==> src/hw/rtl/lpd_pkg.sv <==
// ----------------------------------------------------------------------------
// lpd_pkg
// Shared types and constants for the length-prefix deframer.
// ----------------------------------------------------------------------------
package lpd_pkg;

  // field widths
  localparam int unsigned BYTE_W = 8;
  localparam int unsigned CAP_W  = 25;
  localparam int unsigned LEN_W  = 30;
  localparam int unsigned HDR_W  = 32;
  localparam int unsigned CNT_W  = 3;
  localparam int unsigned KIND_W = 2;

  // configuration port
  localparam int unsigned APB_DW = 32;
  localparam int unsigned APB_AW = 3;

  // register index, taken from paddr[2]
  localparam logic [0:0] REG_CAPACITY = 1'b0;

  // capacity after reset
  localparam logic [CAP_W-1:0] CAP_RESET = CAP_W'(65536);

  // result kinds
  typedef enum logic [KIND_W-1:0] {
    KIND_PAYLOAD = 2'd0,
    KIND_EMPTY   = 2'd1,
    KIND_DROPPED = 2'd2
  } event_kind_t;

  // one result from the parser to the output register
  typedef struct packed {
    logic              valid;
    event_kind_t       kind;
    logic [BYTE_W-1:0] payload_byte;
    logic              last;
    logic [LEN_W-1:0]  length;
  } lpd_result_t;

endpackage

==> src/hw/rtl/lpd_ifs.sv <==
// ----------------------------------------------------------------------------
// lpd_ifs
// Valid/ready channels for the raw byte stream and the deframed results.
// ----------------------------------------------------------------------------

// raw byte stream
interface lpd_byte_if;
  logic                      valid;
  logic                      ready;
  logic [lpd_pkg::BYTE_W-1:0] data_byte;

  modport source (output valid, output data_byte, input ready);
  modport sink   (input valid, input data_byte, output ready);
endinterface

// deframed results
interface lpd_event_if;
  logic                       valid;
  logic                       ready;
  logic [lpd_pkg::KIND_W-1:0] event_kind;
  logic [lpd_pkg::BYTE_W-1:0] payload_byte;
  logic                       frame_last;
  logic [lpd_pkg::LEN_W-1:0]  frame_length;

  modport source (output valid, output event_kind, output payload_byte,
                  output frame_last, output frame_length, input ready);
  modport sink   (input valid, input event_kind, input payload_byte,
                  input frame_last, input frame_length, output ready);
endinterface

==> src/hw/rtl/lpd_parser.sv <==
// ----------------------------------------------------------------------------
// lpd_parser
// Header gathering, payload counting and capacity check; one byte per take.
// ----------------------------------------------------------------------------
module lpd_parser (
  input  logic                        clk,
  input  logic                        rst,
  input  logic                        take,
  input  logic [lpd_pkg::BYTE_W-1:0]  data_byte,
  input  logic [lpd_pkg::CAP_W-1:0]   capacity,
  output lpd_pkg::lpd_result_t        result
);

  logic [lpd_pkg::HDR_W-1:0] header_value, header_value_next;
  logic [lpd_pkg::CNT_W-1:0] header_count, header_count_next;
  logic [lpd_pkg::CNT_W-1:0] header_size, header_size_next;
  logic [lpd_pkg::LEN_W-1:0] payload_left, payload_left_next;
  logic                      skipping, skipping_next;

  logic [lpd_pkg::LEN_W-1:0] left_dec;
  logic [lpd_pkg::HDR_W-1:0] hv_new;
  logic [lpd_pkg::CNT_W-1:0] cnt_new;
  logic [lpd_pkg::CNT_W-1:0] size_new;
  logic [lpd_pkg::LEN_W-1:0] len_new;
  logic [lpd_pkg::LEN_W:0]   frame_total;

  assign left_dec = payload_left - lpd_pkg::LEN_W'(1);
  assign len_new  = hv_new[lpd_pkg::HDR_W-1:2];
  assign frame_total = {1'b0, len_new} + (lpd_pkg::LEN_W+1)'(size_new);

  // merge the incoming byte into the header
  always_comb begin
    hv_new   = header_value;
    cnt_new  = header_count + lpd_pkg::CNT_W'(1);
    size_new = header_size;
    case (header_count[1:0])
      2'd0: begin
        hv_new   = {24'd0, data_byte};
        size_new = {1'b0, data_byte[1:0]} + lpd_pkg::CNT_W'(1);
      end
      2'd1: hv_new = header_value | {16'd0, data_byte, 8'd0};
      2'd2: hv_new = header_value | {8'd0, data_byte, 16'd0};
      default: hv_new = header_value | {data_byte, 24'd0};
    endcase
  end

  // next state and result
  always_comb begin
    header_value_next = header_value;
    header_count_next = header_count;
    header_size_next  = header_size;
    payload_left_next = payload_left;
    skipping_next     = skipping;
    result            = '0;
    result.kind       = lpd_pkg::KIND_PAYLOAD;

    if (payload_left != '0) begin
      payload_left_next = left_dec;
      if (skipping) begin
        if (left_dec == '0) begin
          skipping_next = 1'b0;
        end
      end else begin
        result.valid        = 1'b1;
        result.kind         = lpd_pkg::KIND_PAYLOAD;
        result.payload_byte = data_byte;
        result.last         = (left_dec == '0);
        result.length       = header_value[lpd_pkg::HDR_W-1:2];
      end
    end else begin
      header_value_next = hv_new;
      header_size_next  = size_new;
      if (cnt_new < size_new) begin
        header_count_next = cnt_new;
      end else begin
        header_count_next = '0;
        if (frame_total > (lpd_pkg::LEN_W+1)'(capacity)) begin
          // oversized: report once, then skip the payload
          payload_left_next = len_new;
          skipping_next     = (len_new != '0);
          result.valid      = 1'b1;
          result.kind       = lpd_pkg::KIND_DROPPED;
          result.last       = 1'b1;
          result.length     = len_new;
        end else if (len_new == '0) begin
          result.valid = 1'b1;
          result.kind  = lpd_pkg::KIND_EMPTY;
          result.last  = 1'b1;
        end else begin
          payload_left_next = len_new;
          skipping_next     = 1'b0;
        end
      end
    end
  end

  // state registers
  always_ff @(posedge clk) begin
    if (rst) begin
      header_value <= '0;
      header_count <= '0;
      header_size  <= '0;
      payload_left <= '0;
      skipping     <= 1'b0;
    end else if (take) begin
      header_value <= header_value_next;
      header_count <= header_count_next;
      header_size  <= header_size_next;
      payload_left <= payload_left_next;
      skipping     <= skipping_next;
    end
  end

  // skip mode only while payload remains
  a_skip_has_left: assert property (@(posedge clk) disable iff (rst)
    skipping |-> (payload_left != '0))
    else $error("skipping with no payload left");

  // no header in progress while counting payload
  a_payload_no_hdr: assert property (@(posedge clk) disable iff (rst)
    (payload_left != '0) |-> (header_count == '0))
    else $error("header count nonzero during payload");

  // partial header is shorter than its announced size
  a_hdr_partial: assert property (@(posedge clk) disable iff (rst)
    (header_count != '0) |-> (header_count < header_size))
    else $error("header count reached header size");

endmodule

==> src/hw/rtl/length_prefix_deframer_top.sv <==
// ----------------------------------------------------------------------------
// length_prefix_deframer_top
// Splits a byte stream into frames with a 1-4 byte little-endian length header.
// ----------------------------------------------------------------------------
//  channel  dir   handshake        payload
//  rx       in    valid / ready    data_byte
//  evt      out   valid / ready    event_kind, payload_byte, frame_last,
//                                  frame_length
//  apb      in    psel / penable   paddr, pwdata, prdata (capacity register)
//
//  One byte per cycle unless evt stalls; its result shows in the next cycle.
//  The parser and a single output register set the rate: a byte is taken
//  whenever the output register is empty or being drained in the same cycle.
//  Reset (rst, synchronous) clears the parser state and sets capacity to 65536.
//  A stall on evt holds the result and blocks rx until it is taken.
// ----------------------------------------------------------------------------
module length_prefix_deframer_top (
  input  logic                        clk,
  input  logic                        rst,
  lpd_byte_if.sink                    rx,
  lpd_event_if.source                 evt,
  input  logic                        psel,
  input  logic                        penable,
  input  logic                        pwrite,
  input  logic [lpd_pkg::APB_AW-1:0]  paddr,
  input  logic [lpd_pkg::APB_DW-1:0]  pwdata,
  output logic [lpd_pkg::APB_DW-1:0]  prdata,
  output logic                        pready
);

  logic [lpd_pkg::CAP_W-1:0] capacity;
  logic                      take;
  lpd_pkg::lpd_result_t      result;

  // configuration register
  assign pready = 1'b1;

  always_ff @(posedge clk) begin
    if (rst) begin
      capacity <= lpd_pkg::CAP_RESET;
    end else if (psel && penable && pwrite && (paddr[2] == lpd_pkg::REG_CAPACITY)) begin
      capacity <= pwdata[lpd_pkg::CAP_W-1:0];
    end
  end

  always_comb begin
    unique case (paddr[2])
      lpd_pkg::REG_CAPACITY: prdata = {{(lpd_pkg::APB_DW-lpd_pkg::CAP_W){1'b0}}, capacity};
      default:               prdata = '0;
    endcase
  end

  // accept a request when the output slot is free or draining
  assign rx.ready = !evt.valid || evt.ready;
  assign take     = rx.valid && rx.ready;

  lpd_parser u_parser (
    .clk       (clk),
    .rst       (rst),
    .take      (take),
    .data_byte (rx.data_byte),
    .capacity  (capacity),
    .result    (result)
  );

  // output register
  always_ff @(posedge clk) begin
    if (rst) begin
      evt.valid <= 1'b0;
    end else if (take) begin
      evt.valid <= result.valid;
    end else if (evt.ready) begin
      evt.valid <= 1'b0;
    end
  end

  always_ff @(posedge clk) begin
    if (take) begin
      evt.event_kind   <= result.kind;
      evt.payload_byte <= result.payload_byte;
      evt.frame_last   <= result.last;
      evt.frame_length <= result.length;
    end
  end

  // non-payload results close their frame and carry no byte
  a_event_closes: assert property (@(posedge clk) disable iff (rst)
    (evt.valid && (evt.event_kind != lpd_pkg::KIND_PAYLOAD))
      |-> (evt.frame_last && (evt.payload_byte == '0)))
    else $error("non-payload result without frame_last or with a byte");

  // empty frames announce zero length
  a_empty_len: assert property (@(posedge clk) disable iff (rst)
    (evt.valid && (evt.event_kind == lpd_pkg::KIND_EMPTY)) |-> (evt.frame_length == '0))
    else $error("empty frame with nonzero length");

  // a pending result that is not taken blocks the input
  a_block_on_stall: assert property (@(posedge clk) disable iff (rst)
    (evt.valid && !evt.ready) |-> !take)
    else $error("byte taken while a result is stalled");

  // output empty right after reset
  a_reset_clear: assert property (@(posedge clk)
    $past(rst) |-> !evt.valid)
    else $error("result valid after reset");

endmodule
==> src/flat_wrapper.sv <==
// flat-port wrapper written by rule: the top's interface ports become plain ports
module length_prefix_deframer_top_flat 
  (clk, rst, psel, penable, pwrite, paddr, pwdata, prdata, pready, rx_valid, rx_data_byte, rx_ready, evt_valid, evt_event_kind, evt_payload_byte, evt_frame_last, evt_frame_length, evt_ready);
  lpd_byte_if rx_i ();
  lpd_event_if evt_i ();
  input  logic clk;
  input  logic rst;
  input  logic psel;
  input  logic penable;
  input  logic pwrite;
  input  logic [lpd_pkg::APB_AW-1:0] paddr;
  input  logic [lpd_pkg::APB_DW-1:0] pwdata;
  output logic [lpd_pkg::APB_DW-1:0] prdata;
  output logic pready;
  input wire logic [$bits(rx_i.valid)-1:0] rx_valid;
  input wire logic [$bits(rx_i.data_byte)-1:0] rx_data_byte;
  output wire logic [$bits(rx_i.ready)-1:0] rx_ready;
  output wire logic [$bits(evt_i.valid)-1:0] evt_valid;
  output wire logic [$bits(evt_i.event_kind)-1:0] evt_event_kind;
  output wire logic [$bits(evt_i.payload_byte)-1:0] evt_payload_byte;
  output wire logic [$bits(evt_i.frame_last)-1:0] evt_frame_last;
  output wire logic [$bits(evt_i.frame_length)-1:0] evt_frame_length;
  input wire logic [$bits(evt_i.ready)-1:0] evt_ready;
  assign rx_i.valid = rx_valid;
  assign rx_i.data_byte = rx_data_byte;
  assign rx_ready = rx_i.ready;
  assign evt_valid = evt_i.valid;
  assign evt_event_kind = evt_i.event_kind;
  assign evt_payload_byte = evt_i.payload_byte;
  assign evt_frame_last = evt_i.frame_last;
  assign evt_frame_length = evt_i.frame_length;
  assign evt_i.ready = evt_ready;
  length_prefix_deframer_top u_core (.clk(clk), .rst(rst), .rx(rx_i), .evt(evt_i), .psel(psel), .penable(penable), .pwrite(pwrite), .paddr(paddr), .pwdata(pwdata), .prdata(prdata), .pready(pready));
endmodule
==> config.mk <==
export PLATFORM = sky130hd
export DESIGN_NAME = length_prefix_deframer_top_flat
export DESIGN_NICKNAME = d
export VERILOG_FILES = /design/src/hw/rtl/lpd_pkg.sv /design/src/hw/rtl/lpd_ifs.sv /design/src/hw/rtl/lpd_parser.sv /design/src/hw/rtl/length_prefix_deframer_top.sv /design/src/flat_wrapper.sv
export SDC_FILE = /design/constraint.sdc
export NUM_CORES = 1
export LEC_CHECK = 0
export BUFFER_PORTS_ARGS = -buffer_cell sky130_fd_sc_hd__buf_4
export CAP_MARGIN = 20
export CORE_MARGIN = 10
export CORE_UTILIZATION = 60
export CTS_CLUSTER_SIZE = 16
export DETAILED_ROUTE_END_ITERATION = 10
export PLACE_DENSITY = 0.91
export SLEW_MARGIN = 0
export SYNTH_ARGS = -nofsm -noshare
export SYNTH_HDL_FRONTEND = slang
export SYNTH_SLANG_ARGS = --single-unit
==> constraint.sdc <==
create_clock -name clk -period 8.4 [get_ports clk]
set_input_delay 0.42 -clock clk [delete_from_list [all_inputs] [get_ports clk]]
set_output_delay 0.42 -clock clk [all_outputs]
set_load 0.005 [all_outputs]
==> results.tsv <==
metric	value	unit
drt total wl	25400	microns
clk buf depth	2	
Post-CTS Setup Inserts	0	
Root Driver	clkbuf_16	
Async SR Flop Fraction	0	%
Final Hold Vio Count	0	
fmax	140	MHz
Hold Crit Class	in -> reg	
Critical Path Sink Type	flop	
CTS Buf Count	17	
post-synthesis simple-gate area fraction	24.7	%
XOR/XNOR share of the synthesized area	3.19	%
Clock Skew	0.00876	ns
Compound-Gate Fraction of Synth Area	21.3	%
CP peak stage delay	0.85	ns
RSZ-0062 raised after global routing	no	
Req. time, crit path	8.73	ns
CP Class	reg -> reg	
number of routed nets with antenna violations	0	
Syn-to-layout area delta	17.0	%
global placement routability congestion	0.998	
GRT Overall Usage	26.1	%
Inserted Diodes	0	
Mean Syn Cell Area	7.96	sq um
Core Util, Final	72.3	%
Filler cells	1003	
max-slew violation count	0	
clk sink count	134	
sequential share of the synthesized area	37.5	%
nature of the critical path startpoint	flop	
TritonCTS clock tree	yes	
Die X	137	microns
Die Ht	137	microns
initial antenna violation count	1	
status	finished, final reports clean	
#FFs+latches synth	134	
Mapped Area	8240	sq um
crit path max-delay cell type	ha_1	
Slew headroom	32.7	%
DRC violations left	0	
cts hold-fix bufs	0	
critical-path cell list	ha_1, or3_1, a22oi_1, inv_1, ha_1, fa_1, a21oi_1, nor4_2, nand2_1, nor2_1, nand3_1, nor3_1, xnor2_1, ha_1, nand4_1, a21oi_1, a2111oi_0, a31oi_1, o31ai_4, a21oi_2, buf_4, a311oi_1	
largest net degree at the start of global routing	83	
yosys warns	0	
number of distinct library cells after synthesis	76	
DP HPWL	18100	microns
crit path DAT	7.50	ns
Initial Util	61.8	%
Max VDD drop	0.206	mV
vias in the first global route	7462	
DRT Pass-1 Iters	6	
measured slew at the worst slew-check pin	0.984	ns
multiplexer area fraction after synthesis	0.607	%
fraction of layout cells with a size suffix above 1	15.6	%
main combinational cell family by area after synthesis	simple AND/OR/NAND/NOR gates	
Synth Instances	1036	
minimum clock period	7.16	ns
Die ar.	18800	sq um
LEAKAGE	3.69	nW
row cnt	42	
vias post-DR	8366	
global-route wire length before repair	38700	microns
EDFF count, synth	41	
drt wl/cell	19.5	microns
Core ar.	13300	sq um
Overflow after GRT	0	
starting DRC count in detailed routing	1389	
final setup fails	0	
Synth Area in Adders	6.01	%
clock slew at reported path FFs	0.06	ns
post_cts resized	0	
final worst path period share	85.3	%
crit-path most repeated cell	ha_1	
nets@finish	1201	
pwr/cell area	327	nW/um^2
I/O pin count	126	
worst skew pair latency	0.44	ns
Reg2Reg Setup Slack	1.24	ns
crit path max fanout	31	
final setup TNS	0	ns
# port buffers	108	
ys flop type	dfxtp_1	
vias per cell	6.43	
htree depth	4	
Max Cap Viol	0	
==> routing by layer <==
layer	wire length, microns	part of all wire (%)	track usage, %
met2	11800	47	41.9
met3	2990	12	6.59
met5	0	0	0
met1	9430	37	32.0
met4	1130	4.4	12.9
==> sequential cells by signal, summed over array words and instances (netlist names), 2 cells and up <==
register,cells
u_core.evt.event_kind,2
u_core.capacity,25
u_core.u_parser.header_count,3
u_core.u_parser.header_size,3
u_core.evt.frame_length,30
u_core.u_parser.payload_left,30
u_core.evt.payload_byte,8
u_core.u_parser.header_value,30
==> path summary, 6_finish.rpt <==
| check | start | end | depth (start not counted) |
|---|---|---|---|
| worst min-delay path | pwdata[16] | u_core.capacity[16] | 3 |
| worst max register to register | u_core.u_parser.header_count[0] | u_core.u_parser.payload_left[14] | 22 |
| worst min register to register | u_core.capacity[17] | u_core.capacity[17] | 2 |
| worst max-delay path | u_core.u_parser.header_count[0] | u_core.u_parser.payload_left[14] | 22 |
==> power by group <==
part	switching [W]	total [W]	internal (W)
Clock	0.000291	0.000755	0.000465
Sequential	0.000114	0.000933	0.000819
Combinational	0.000938	0.00147	0.000531
==> layout make-up <==
type	instances	area (sq um)	share of cell area (%)
Timing Repair Buffer	119	891	9.23
Inverter	55	206	2.14
Clock buffer	19	433	4.49
Clock inverter	13	159	1.65
Multi-Input combinational cell	785	4640	48.1
Tap cell	176	220	2.28
Sequential cell	134	3090	32.1
==> metrics by stage <==
step | setup slack (ns) | hold slack [ns] | power (W) | instances | cell area (sq um)
2_1_floorplan | 2.82 | 0.436 | 0.00198 | 1042 | 8270
3_3_place_gp | 1.83 | 0.443 | 0.00230 | 1268 | 9050
3_5_place_dp | 1.56 | 0.447 | 0.00235 | 1268 | 9050
4_1_cts | 1.50 | 0.224 | 0.00310 | 1300 | 9640
5_1_grt | 0.838 | 0.240 | 0.00333 | 1301 | 9650
6_report | 1.24 | 0.230 | 0.00316 | 1301 | 9650
==> critical path, delay by kind of cell (launching register included) <==
| kind | cells | cell delay, ns |
|---|---|---|
| XOR/XNOR | 1 | 0.20 |
| flip-flops | 1 | 0.46 |
| AO/OA/AOI/OAI | 8 | 2.54 |
| adder cells (fa/ha/maj) | 4 | 1.56 |
| buffers and inverters | 2 | 0.46 |
| AND/OR/NAND/NOR | 7 | 1.81 |
==> layout by cell type (no fill, tap or decap), drive strengths merged, types with 5 or more instances in the layout <==
cell and count:
nand2 167, buf 118, a21oi 109, dfxtp 93
nor2 91, o21ai 78, inv 54, edfxtp 41
ha 38, a211oi 26, xnor2 26, nor3 23
clkbuf 20, and2 18, nand3 17, nor4 16
nand4 15, nor2b 13, a21o 9, or2 9
nand2b 9, or3 9, conb 8, clkinv 8
o22ai 7, mux2i 5, o21a 5, and3b 5
a22o 5, a311oi 5, a22oi 5, o31ai 5
or4 5
==> synth_stat cells (8+ instances only) <==
| cell type | n | area (sq um) |
|---|---|---|
| a21o_1 | 9 | 67.6 |
| nor3_1 | 21 | 105 |
| dfxtp_1 | 93 | 1860 |
| edfxtp_1 | 41 | 1230 |
| nand4_1 | 14 | 87.6 |
| inv_1 | 55 | 206 |
| and2_1 | 17 | 106 |
| nand2b_1 | 8 | 50.1 |
| clkbuf_1 | 39 | 146 |
| a21oi_1 | 108 | 541 |
| buf_4 | 9 | 67.6 |
| nand2_1 | 167 | 627 |
| xnor2_1 | 26 | 228 |
| o21ai_0 | 73 | 365 |
| nor2_1 | 90 | 338 |
| buf_2 | 16 | 80.1 |
| nor4_1 | 13 | 81.3 |
| nor2b_1 | 13 | 81.3 |
| ha_1 | 38 | 475 |
| or2_2 | 8 | 50.1 |
| a211oi_1 | 26 | 195 |
| nand3_1 | 17 | 85.1 |
==> kinds of logic after synthesis <==
logic type / Yosys count
muxes: 5
and+or+nand+nor: 417
buffers and inverters: 123
other: 2
adders and majority gates: 39
AOI/OAI and AO/OA: 286
DFF: 134
xor gates and xnor gates: 30
No activity file was read; power rests on OpenSTA's default activity.
